===== config.mk =====
export PLATFORM = sky130hd
export DESIGN_NAME = aspect_fit_layout_flat
export DESIGN_NICKNAME = d
export VERILOG_FILES = /design/src/hw/rtl/afl_pkg.sv /design/src/hw/rtl/afl_if.sv /design/src/hw/rtl/aspect_fit_layout.sv /design/src/hw/rtl/afl_front.sv /design/src/hw/rtl/afl_div_cell.sv /design/src/hw/rtl/afl_back.sv /design/src/flat_wrapper.sv
export SDC_FILE = /design/constraint.sdc
export NUM_CORES = 2
export LEC_CHECK = 0
export BUFFER_PORTS_ARGS = -buffer_cell sky130_fd_sc_hd__buf_2
export CAP_MARGIN = 15
export CORE_MARGIN = 4
export CORE_UTILIZATION = 45
export DETAILED_ROUTE_END_ITERATION = 6
export HOLD_SLACK_MARGIN = 0.02
export SETUP_SLACK_MARGIN = 0.2
export SLEW_MARGIN = 20
export SYNTH_ARGS = -nofsm -noshare
export SYNTH_HDL_FRONTEND = slang
export SYNTH_HIERARCHICAL = 1
export SYNTH_SLANG_ARGS = --single-unit

===== constraint.sdc =====
create_clock -name clock -period 88 [get_ports clock]
set_input_delay 17.6 -clock clock [delete_from_list [all_inputs] [get_ports clock]]
set_output_delay 17.6 -clock clock [all_outputs]
set_load 0.05 [all_outputs]

===== src/hw/rtl/afl_pkg.sv =====
package afl_pkg;

   localparam int FIELD_BITS     = 16;
   localparam int MODE_BITS      = 2;
   localparam int CSR_INDEX_BITS = 2;
   localparam int CSR_DATA_BITS  = 16;

   localparam logic [MODE_BITS-1:0] MODE_STRETCH   = 2'd0;
   localparam logic [MODE_BITS-1:0] MODE_LETTERBOX = 2'd1;
   localparam logic [MODE_BITS-1:0] MODE_CROP      = 2'd2;

   localparam logic [CSR_INDEX_BITS-1:0] CSR_DISPLAY_WIDTH  = 2'd0;
   localparam logic [CSR_INDEX_BITS-1:0] CSR_DISPLAY_HEIGHT = 2'd1;
   localparam logic [CSR_INDEX_BITS-1:0] CSR_ASPECT_MODE    = 2'd2;

   typedef struct packed {
      logic valid;
      logic zero;
      logic wider;
   } ctl_type;

endpackage


===== src/hw/rtl/afl_if.sv =====
interface afl_req_if;
   logic                            valid;
   logic                            ready;
   logic [afl_pkg::FIELD_BITS-1:0] source_width;
   logic [afl_pkg::FIELD_BITS-1:0] source_height;

   modport source (output valid, output source_width, output source_height, input ready);
   modport sink (input valid, input source_width, input source_height, output ready);
endinterface

interface afl_rsp_if;
   logic                            valid;
   logic                            ready;
   logic [afl_pkg::FIELD_BITS-1:0] crop_x;
   logic [afl_pkg::FIELD_BITS-1:0] crop_y;
   logic [afl_pkg::FIELD_BITS-1:0] crop_width;
   logic [afl_pkg::FIELD_BITS-1:0] crop_height;
   logic [afl_pkg::FIELD_BITS-1:0] dest_x;
   logic [afl_pkg::FIELD_BITS-1:0] dest_y;
   logic [afl_pkg::FIELD_BITS-1:0] dest_width;
   logic [afl_pkg::FIELD_BITS-1:0] dest_height;

   modport source (output valid, output crop_x, output crop_y, output crop_width,
                   output crop_height, output dest_x, output dest_y, output dest_width,
                   output dest_height, input ready);
   modport sink (input valid, input crop_x, input crop_y, input crop_width,
                 input crop_height, input dest_x, input dest_y, input dest_width,
                 input dest_height, output ready);
endinterface


===== src/hw/rtl/aspect_fit_layout.sv =====
// channel   | direction | beat contents
// ----------+-----------+-----------------------------------------------------------
// req_bus   | in        | source_width, source_height
// rsp_bus   | out       | crop_x/y/width/height, dest_x/y/width/height
// csr_*     | in        | write enable, index (0 dw, 1 dh, 2 mode), write data
//
// one beat in and one beat out per cycle while rsp_bus.ready is high; each request passes
// through the input register, multiply, divide setup, one quotient bit per cell of the
// divider row, and the output register.
// every stage holds its beat under stall and takes a new one once the next is free.
// synchronous reset clears the valid bits and the display registers to zero.
module aspect_fit_layout #(
   parameter int COORD_BITS = 16
) (
   input  logic                                clock,
   input  logic                                reset,
   afl_req_if.sink                             req_bus,
   afl_rsp_if.source                           rsp_bus,
   input  logic                                csr_write_enable,
   input  logic [afl_pkg::CSR_INDEX_BITS-1:0]  csr_index,
   input  logic [afl_pkg::CSR_DATA_BITS-1:0]   csr_write_data
);
   import afl_pkg::*;

   localparam int N = COORD_BITS;

   logic [N-1:0]          dw_ff, dh_ff;
   logic [MODE_BITS-1:0]  mode_ff;

   ctl_type       ch_ctl   [N+1];
   logic          ch_ready [N+1];
   logic [N-1:0]  ch_rem   [N+1];
   logic [N-1:0]  ch_lo    [N+1];
   logic [N-1:0]  ch_div   [N+1];
   logic [N-1:0]  ch_sw    [N+1];
   logic [N-1:0]  ch_sh    [N+1];

   always_ff @(posedge clock) begin
      if (reset) begin
         dw_ff   <= '0;
         dh_ff   <= '0;
         mode_ff <= MODE_STRETCH;
      end else if (csr_write_enable) begin
         case (csr_index)
            CSR_DISPLAY_WIDTH:  dw_ff   <= csr_write_data[N-1:0];
            CSR_DISPLAY_HEIGHT: dh_ff   <= csr_write_data[N-1:0];
            CSR_ASPECT_MODE:    mode_ff <= csr_write_data[MODE_BITS-1:0];
            default: begin
               dw_ff <= dw_ff;
            end
         endcase
      end
   end

   afl_front #(.COORD_BITS(COORD_BITS)) u_front (
      .clock     (clock),
      .reset     (reset),
      .in_valid  (req_bus.valid),
      .in_ready  (req_bus.ready),
      .sw_in     (req_bus.source_width[N-1:0]),
      .sh_in     (req_bus.source_height[N-1:0]),
      .dw        (dw_ff),
      .dh        (dh_ff),
      .mode      (mode_ff),
      .out_ready (ch_ready[0]),
      .out_ctl   (ch_ctl[0]),
      .out_rem   (ch_rem[0]),
      .out_lo    (ch_lo[0]),
      .out_div   (ch_div[0]),
      .out_sw    (ch_sw[0]),
      .out_sh    (ch_sh[0])
   );

   // divider row, one quotient bit per cell
   for (genvar i = 0; i < N; i++) begin : g_cell
      afl_div_cell #(.COORD_BITS(COORD_BITS)) u_cell (
         .clock     (clock),
         .reset     (reset),
         .in_ctl    (ch_ctl[i]),
         .in_ready  (ch_ready[i]),
         .in_rem    (ch_rem[i]),
         .in_lo     (ch_lo[i]),
         .in_div    (ch_div[i]),
         .in_sw     (ch_sw[i]),
         .in_sh     (ch_sh[i]),
         .out_ready (ch_ready[i+1]),
         .out_ctl   (ch_ctl[i+1]),
         .out_rem   (ch_rem[i+1]),
         .out_lo    (ch_lo[i+1]),
         .out_div   (ch_div[i+1]),
         .out_sw    (ch_sw[i+1]),
         .out_sh    (ch_sh[i+1])
      );
   end

   afl_back #(.COORD_BITS(COORD_BITS)) u_back (
      .clock    (clock),
      .reset    (reset),
      .in_ctl   (ch_ctl[N]),
      .in_ready (ch_ready[N]),
      .in_quot  (ch_lo[N]),
      .in_sw    (ch_sw[N]),
      .in_sh    (ch_sh[N]),
      .dw       (dw_ff),
      .dh       (dh_ff),
      .mode     (mode_ff),
      .rsp_bus  (rsp_bus)
   );

endmodule


===== src/hw/rtl/afl_front.sv =====
module afl_front #(
   parameter int COORD_BITS = 16
) (
   input  logic                             clock,
   input  logic                             reset,
   input  logic                             in_valid,
   output logic                             in_ready,
   input  logic [COORD_BITS-1:0]            sw_in,
   input  logic [COORD_BITS-1:0]            sh_in,
   input  logic [COORD_BITS-1:0]            dw,
   input  logic [COORD_BITS-1:0]            dh,
   input  logic [afl_pkg::MODE_BITS-1:0]    mode,
   input  logic                             out_ready,
   output afl_pkg::ctl_type                 out_ctl,
   output logic [COORD_BITS-1:0]            out_rem,
   output logic [COORD_BITS-1:0]            out_lo,
   output logic [COORD_BITS-1:0]            out_div,
   output logic [COORD_BITS-1:0]            out_sw,
   output logic [COORD_BITS-1:0]            out_sh
);
   import afl_pkg::*;

   localparam int N = COORD_BITS;

   logic            a_v_ff;
   logic [N-1:0]    a_sw_ff, a_sh_ff;
   logic            b_v_ff, b_zero_ff;
   logic [2*N-1:0]  b_pa_ff, b_pb_ff;
   logic [N-1:0]    b_sw_ff, b_sh_ff;
   ctl_type         c_ctl_ff, c_ctl_in;
   logic [N-1:0]    c_rem_ff, c_lo_ff, c_div_ff, c_sw_ff, c_sh_ff, c_div_in;
   logic [2*N-1:0]  c_dvd_in;
   logic            take_a, take_b, take_c, wider;

   assign take_c   = !c_ctl_ff.valid || out_ready;
   assign take_b   = !b_v_ff || take_c;
   assign take_a   = !a_v_ff || take_b;
   assign in_ready = take_a;

   // divisor and dividend for the one division the mode needs
   always_comb begin
      wider = b_pa_ff > b_pb_ff;
      case (mode)
         MODE_STRETCH: begin
            c_dvd_in = b_pa_ff;
            c_div_in = b_sh_ff;
         end
         MODE_LETTERBOX: begin
            c_dvd_in = wider ? b_pb_ff : b_pa_ff;
            c_div_in = wider ? b_sw_ff : b_sh_ff;
         end
         default: begin
            c_dvd_in = wider ? b_pb_ff : b_pa_ff;
            c_div_in = wider ? dh : dw;
         end
      endcase
      c_ctl_in.valid = b_v_ff;
      c_ctl_in.zero  = b_zero_ff;
      c_ctl_in.wider = wider;
   end

   always_ff @(posedge clock) begin
      if (reset) begin
         a_v_ff         <= 1'b0;
         b_v_ff         <= 1'b0;
         c_ctl_ff.valid <= 1'b0;
      end else begin
         if (take_a) a_v_ff <= in_valid;
         if (take_b) b_v_ff <= a_v_ff;
         if (take_c) c_ctl_ff.valid <= c_ctl_in.valid;
      end
      if (take_a) begin
         a_sw_ff <= sw_in;
         a_sh_ff <= sh_in;
      end
      if (take_b) begin
         b_pa_ff   <= (2*N)'(a_sw_ff) * (2*N)'(dh);
         b_pb_ff   <= (2*N)'(dw) * (2*N)'(a_sh_ff);
         b_sw_ff   <= a_sw_ff;
         b_sh_ff   <= a_sh_ff;
         b_zero_ff <= (a_sw_ff == '0) || (a_sh_ff == '0) || (dw == '0) || (dh == '0);
      end
      if (take_c) begin
         c_ctl_ff.zero  <= c_ctl_in.zero;
         c_ctl_ff.wider <= c_ctl_in.wider;
         c_rem_ff       <= c_dvd_in[2*N-1:N];
         c_lo_ff        <= c_dvd_in[N-1:0];
         c_div_ff       <= c_div_in;
         c_sw_ff        <= b_sw_ff;
         c_sh_ff        <= b_sh_ff;
      end
   end

   assign out_ctl = c_ctl_ff;
   assign out_rem = c_rem_ff;
   assign out_lo  = c_lo_ff;
   assign out_div = c_div_ff;
   assign out_sw  = c_sw_ff;
   assign out_sh  = c_sh_ff;

endmodule


===== src/hw/rtl/afl_div_cell.sv =====
module afl_div_cell #(
   parameter int COORD_BITS = 16
) (
   input  logic                  clock,
   input  logic                  reset,
   input  afl_pkg::ctl_type      in_ctl,
   output logic                  in_ready,
   input  logic [COORD_BITS-1:0] in_rem,
   input  logic [COORD_BITS-1:0] in_lo,
   input  logic [COORD_BITS-1:0] in_div,
   input  logic [COORD_BITS-1:0] in_sw,
   input  logic [COORD_BITS-1:0] in_sh,
   input  logic                  out_ready,
   output afl_pkg::ctl_type      out_ctl,
   output logic [COORD_BITS-1:0] out_rem,
   output logic [COORD_BITS-1:0] out_lo,
   output logic [COORD_BITS-1:0] out_div,
   output logic [COORD_BITS-1:0] out_sw,
   output logic [COORD_BITS-1:0] out_sh
);
   import afl_pkg::*;

   localparam int N = COORD_BITS;

   ctl_type       ctl_ff;
   logic [N-1:0]  rem_ff, lo_ff, div_ff, sw_ff, sh_ff;
   logic [N-1:0]  rem_in, lo_in;
   logic [N:0]    trial, diff;
   logic          take, q_bit;

   assign take     = !ctl_ff.valid || out_ready;
   assign in_ready = take;

   // one restoring step: bring down the next dividend bit, try the subtract
   always_comb begin
      trial  = {in_rem, in_lo[N-1]};
      diff   = trial - {1'b0, in_div};
      q_bit  = trial >= {1'b0, in_div};
      rem_in = q_bit ? diff[N-1:0] : trial[N-1:0];
      lo_in  = {in_lo[N-2:0], q_bit};
   end

   always_ff @(posedge clock) begin
      if (reset) begin
         ctl_ff.valid <= 1'b0;
      end else if (take) begin
         ctl_ff.valid <= in_ctl.valid;
      end
      if (take) begin
         ctl_ff.zero  <= in_ctl.zero;
         ctl_ff.wider <= in_ctl.wider;
         rem_ff       <= rem_in;
         lo_ff        <= lo_in;
         div_ff       <= in_div;
         sw_ff        <= in_sw;
         sh_ff        <= in_sh;
      end
   end

   assign out_ctl = ctl_ff;
   assign out_rem = rem_ff;
   assign out_lo  = lo_ff;
   assign out_div = div_ff;
   assign out_sw  = sw_ff;
   assign out_sh  = sh_ff;

endmodule


===== src/hw/rtl/afl_back.sv =====
module afl_back #(
   parameter int COORD_BITS = 16
) (
   input  logic                          clock,
   input  logic                          reset,
   input  afl_pkg::ctl_type              in_ctl,
   output logic                          in_ready,
   input  logic [COORD_BITS-1:0]         in_quot,
   input  logic [COORD_BITS-1:0]         in_sw,
   input  logic [COORD_BITS-1:0]         in_sh,
   input  logic [COORD_BITS-1:0]         dw,
   input  logic [COORD_BITS-1:0]         dh,
   input  logic [afl_pkg::MODE_BITS-1:0] mode,
   afl_rsp_if.source                     rsp_bus
);
   import afl_pkg::*;

   localparam int N = COORD_BITS;

   logic          out_v_ff;
   logic [N-1:0]  cx_ff, cy_ff, cw_ff, ch_ff, dx_ff, dy_ff, dwo_ff, dho_ff;
   logic [N-1:0]  cx_in, cy_in, cw_in, ch_in, dx_in, dy_in, dwo_in, dho_in;
   logic [N-1:0]  q_floor, q_even, gap;
   logic          take;

   assign take     = !out_v_ff || rsp_bus.ready;
   assign in_ready = take;

   always_comb begin
      q_floor = (in_quot == '0) ? N'(1) : in_quot;
      q_even  = {in_quot[N-1:1], 1'b0};
      cx_in   = '0;
      cy_in   = '0;
      cw_in   = in_sw;
      ch_in   = in_sh;
      dx_in   = '0;
      dy_in   = '0;
      dwo_in  = dw;
      dho_in  = dh;
      gap     = '0;
      case (mode)
         MODE_STRETCH: begin
            gap = '0;
         end
         MODE_LETTERBOX: begin
            if (in_ctl.wider) begin
               gap    = dh - q_floor;
               dho_in = q_floor;
               dy_in  = {1'b0, gap[N-1:1]};
            end else begin
               gap    = dw - q_floor;
               dwo_in = q_floor;
               dx_in  = {1'b0, gap[N-1:1]};
            end
         end
         default: begin
            // crop offset is halved, then forced even
            if (in_ctl.wider) begin
               gap   = in_sw - q_even;
               cw_in = q_even;
               cx_in = {1'b0, gap[N-1:2], 1'b0};
            end else begin
               gap   = in_sh - q_even;
               ch_in = q_even;
               cy_in = {1'b0, gap[N-1:2], 1'b0};
            end
         end
      endcase
      if (in_ctl.zero) begin
         cx_in  = '0;
         cy_in  = '0;
         cw_in  = '0;
         ch_in  = '0;
         dx_in  = '0;
         dy_in  = '0;
         dwo_in = '0;
         dho_in = '0;
      end
   end

   always_ff @(posedge clock) begin
      if (reset) begin
         out_v_ff <= 1'b0;
      end else if (take) begin
         out_v_ff <= in_ctl.valid;
      end
      if (take) begin
         cx_ff  <= cx_in;
         cy_ff  <= cy_in;
         cw_ff  <= cw_in;
         ch_ff  <= ch_in;
         dx_ff  <= dx_in;
         dy_ff  <= dy_in;
         dwo_ff <= dwo_in;
         dho_ff <= dho_in;
      end
   end

   assign rsp_bus.valid       = out_v_ff;
   assign rsp_bus.crop_x      = FIELD_BITS'(cx_ff);
   assign rsp_bus.crop_y      = FIELD_BITS'(cy_ff);
   assign rsp_bus.crop_width  = FIELD_BITS'(cw_ff);
   assign rsp_bus.crop_height = FIELD_BITS'(ch_ff);
   assign rsp_bus.dest_x      = FIELD_BITS'(dx_ff);
   assign rsp_bus.dest_y      = FIELD_BITS'(dy_ff);
   assign rsp_bus.dest_width  = FIELD_BITS'(dwo_ff);
   assign rsp_bus.dest_height = FIELD_BITS'(dho_ff);

endmodule


===== src/flat_wrapper.sv =====
// flat-port wrapper written by rule: the top's interface ports become plain ports
module aspect_fit_layout_flat import afl_pkg::*;
#(
   parameter int COORD_BITS = 16
)
  (clock, reset, csr_write_enable, csr_index, csr_write_data, req_bus_valid, req_bus_source_width, req_bus_source_height, req_bus_ready, rsp_bus_valid, rsp_bus_crop_x, rsp_bus_crop_y, rsp_bus_crop_width, rsp_bus_crop_height, rsp_bus_dest_x, rsp_bus_dest_y, rsp_bus_dest_width, rsp_bus_dest_height, rsp_bus_ready);
  afl_req_if req_bus_i ();
  afl_rsp_if rsp_bus_i ();
  input  logic clock;
  input  logic reset;
  input  logic csr_write_enable;
  input  logic [afl_pkg::CSR_INDEX_BITS-1:0] csr_index;
  input  logic [afl_pkg::CSR_DATA_BITS-1:0] csr_write_data;
  input wire logic [$bits(req_bus_i.valid)-1:0] req_bus_valid;
  input wire logic [$bits(req_bus_i.source_width)-1:0] req_bus_source_width;
  input wire logic [$bits(req_bus_i.source_height)-1:0] req_bus_source_height;
  output wire logic [$bits(req_bus_i.ready)-1:0] req_bus_ready;
  output wire logic [$bits(rsp_bus_i.valid)-1:0] rsp_bus_valid;
  output wire logic [$bits(rsp_bus_i.crop_x)-1:0] rsp_bus_crop_x;
  output wire logic [$bits(rsp_bus_i.crop_y)-1:0] rsp_bus_crop_y;
  output wire logic [$bits(rsp_bus_i.crop_width)-1:0] rsp_bus_crop_width;
  output wire logic [$bits(rsp_bus_i.crop_height)-1:0] rsp_bus_crop_height;
  output wire logic [$bits(rsp_bus_i.dest_x)-1:0] rsp_bus_dest_x;
  output wire logic [$bits(rsp_bus_i.dest_y)-1:0] rsp_bus_dest_y;
  output wire logic [$bits(rsp_bus_i.dest_width)-1:0] rsp_bus_dest_width;
  output wire logic [$bits(rsp_bus_i.dest_height)-1:0] rsp_bus_dest_height;
  input wire logic [$bits(rsp_bus_i.ready)-1:0] rsp_bus_ready;
  assign req_bus_i.valid = req_bus_valid;
  assign req_bus_i.source_width = req_bus_source_width;
  assign req_bus_i.source_height = req_bus_source_height;
  assign req_bus_ready = req_bus_i.ready;
  assign rsp_bus_valid = rsp_bus_i.valid;
  assign rsp_bus_crop_x = rsp_bus_i.crop_x;
  assign rsp_bus_crop_y = rsp_bus_i.crop_y;
  assign rsp_bus_crop_width = rsp_bus_i.crop_width;
  assign rsp_bus_crop_height = rsp_bus_i.crop_height;
  assign rsp_bus_dest_x = rsp_bus_i.dest_x;
  assign rsp_bus_dest_y = rsp_bus_i.dest_y;
  assign rsp_bus_dest_width = rsp_bus_i.dest_width;
  assign rsp_bus_dest_height = rsp_bus_i.dest_height;
  assign rsp_bus_i.ready = rsp_bus_ready;
  aspect_fit_layout #(.COORD_BITS(COORD_BITS)) u_core (.clock(clock), .reset(reset), .req_bus(req_bus_i), .rsp_bus(rsp_bus_i), .csr_write_enable(csr_write_enable), .csr_index(csr_index), .csr_write_data(csr_write_data));
endmodule

==> metrics.yaml <==
status: "completed"
worstPathMaxFanout: 84
cts-hold-fix-buffers: 0
totalWireLength_um: 205000
clock_skew_ns: 0.0688
fmax_ghz: 0.0230
max_stage_delay_ns: 0.73
slew_viol_final: 0
wl_per_cell_um: 20.3
cp_common_cell: "nand2b_4"
cts_setup_buffers: 0
ioPinCount: 185
multi_input_area_um2: 37500
path_delay_family: "simple AND/OR/NAND/NOR gates"
cts.sinks: 1667
postLayoutCellArea_um2: 101000
period_share_pct: 49.4
place_area_um2: 95300
viasPerCell: 5.33
area_growth_pct: 10.4
pwr-share-seq_pct: 40.3
core-area_um2: 203000
pwr-share-clk_pct: 25.7
p_sw_w: 0.000937
die_h_um: 460
grt_max_degree: 85
combPwrFrac_pct: 34.1
fin_hold_ws_ns: 0.356
h-tree-depth: 4
grt_pass1_vias: 54500
cts_buffer_depth: 3
slew_headroom_pct: 21.3
path_buf_inv: 5
ff_latch_area_um2: 49500
end_kind: "output port"
synthCells: 7068
tritoncts: "built"
ant_nets: 0
cts-buffers-inserted: 172
num_vias: 53800
setup_viol: 0
clk_latency_ns: 0.81
drtPass1Iterations: 6
tightest_slew_ns: 1.18
synth_warnings: 6
peakVddDrop_uv: 20.3
antenna_found_initial: 5
clk_pin_slew_ns: 0.06
p_int_w: 0.00194
cts-root-buf: "clkbuf_16"
drv_cap: 0
setup-tns-final_ns: 0
grt_setup_unrepaired: "no"
cts_resized: 0
hold_path_class: "flop to flop"
swShare_pct: 32.6
drive_gt1_share_pct: 11.3
grt_pass1_wl_um: 318000
start_util_pct: 45.3
worstPathArrival_ns: 25.83
cpMaxStageDelayCell: "buf_4"
required_ns: 70.40
synth.avg_cell_area_um2: 13.0
fillers: 17400
die_area_um2: 211000
netlist_area_um2: 91700
start_kind: "input port"
period_needed_ns: 43.43
io_buffers: 178
final_nets: 8301
cellLeakagePower_nw: 44.5
dp_hpwl_um: 152000
rows: 165
overflow: 0
hold_violations: 0
cellPowerDensity_nw_per_um2: 28.4
place_congestion: 0.885
drcViolationCount: 0
fp.dieW_um: 460
crit_type: "input port to output port"
drtIter0Drc: 4253
grtUsageTotal_pct: 19.4
[power by group through the flow]
stage | sequential, W | clock, W | combinational (W)
2_1_floorplan | 0.00114 | 0 | 0.000791
3_3_place_gp | 0.00118 | 0 | 0.000961
3_5_place_dp | 0.00118 | 0 | 0.000972
4_1_cts | 0.00116 | 0.000760 | 0.000978
5_1_grt | 0.00117 | 0.000797 | 0.00108
6_report | 0.00116 | 0.000738 | 0.000981
[registers in the layout (all words and copies together) (netlist names), 32 cells and up]
name and cells:
u_core/g_cell.u_cell/out_sh 256, u_core/g_cell.u_cell/out_div 240, u_core/g_cell.u_cell/out_ctl 48, u_core/u_front/b_pb_ff 32, u_core/g_cell.u_cell/out_lo 256, u_core/g_cell.u_cell/out_rem 240
u_core/u_front/b_pa_ff 32, u_core/g_cell.u_cell/out_sw 256
[final timing paths]
check	depth (start not counted)	slack [ns]	to	startpoint
max	25	44.57	req_bus_ready	rsp_bus_ready
min	0	0.36	u_core/g_cell[4].u_cell/out_sh[2]	u_core/g_cell[3].u_cell/out_sh[2]
max reg2reg	23	78.75	u_core/u_front/b_sw_ff[0]	u_core/u_back/rsp_bus.valid
min reg2reg	0	0.36	u_core/g_cell[4].u_cell/out_sh[2]	u_core/g_cell[3].u_cell/out_sh[2]
[metrics by stage]
step	power, W	utilization, %	instances	setup WS (ns)
finish	0.00288	50.0	10100	44.57
detailed placement	0.00215	47.1	9785	44.39
global route	0.00305	50.0	10100	43.79
floorplan	0.00193	-	7073	13.91
CTS	0.00290	50.0	10100	44.35
global placement	0.00214	47.1	9785	44.57
[final cells by class]
cell class / instances / area share (%)
sequential: 1667 / 48.9
multi-input combinational: 4288 / 37.1
clock buffer: 218 / 4.55
inverter: 889 / 3.33
clock inverter: 101 / 1.29
tap: 2672 / 3.30
timing repair buffer: 269 / 1.55
antenna: 1 / 0.00247
[cells in the final DEF, fill, tap and decap left out, drive strengths merged, types with 163 or more instances in the layout]
cell type,instances
a21oi,234
inv,892
buf,269
ha,552
nor2,284
nand2,551
fa,407
o21ai,163
clkbuf,218
mux2,185
edfxtp,1613
and2,291
[per-layer routing]
| layer | part of all wire (%) | GRT usage, % | routed length [um] |
|---|---|---|---|
| met4 | 2.7 | 5.78 | 5630 |
| met2 | 49 | 32.8 | 99900 |
| met5 | 0.0063 | 0 | 13 |
| met3 | 5.5 | 3.22 | 11300 |
| met1 | 43 | 25.9 | 88100 |
(Power assumes the default switching activity.)
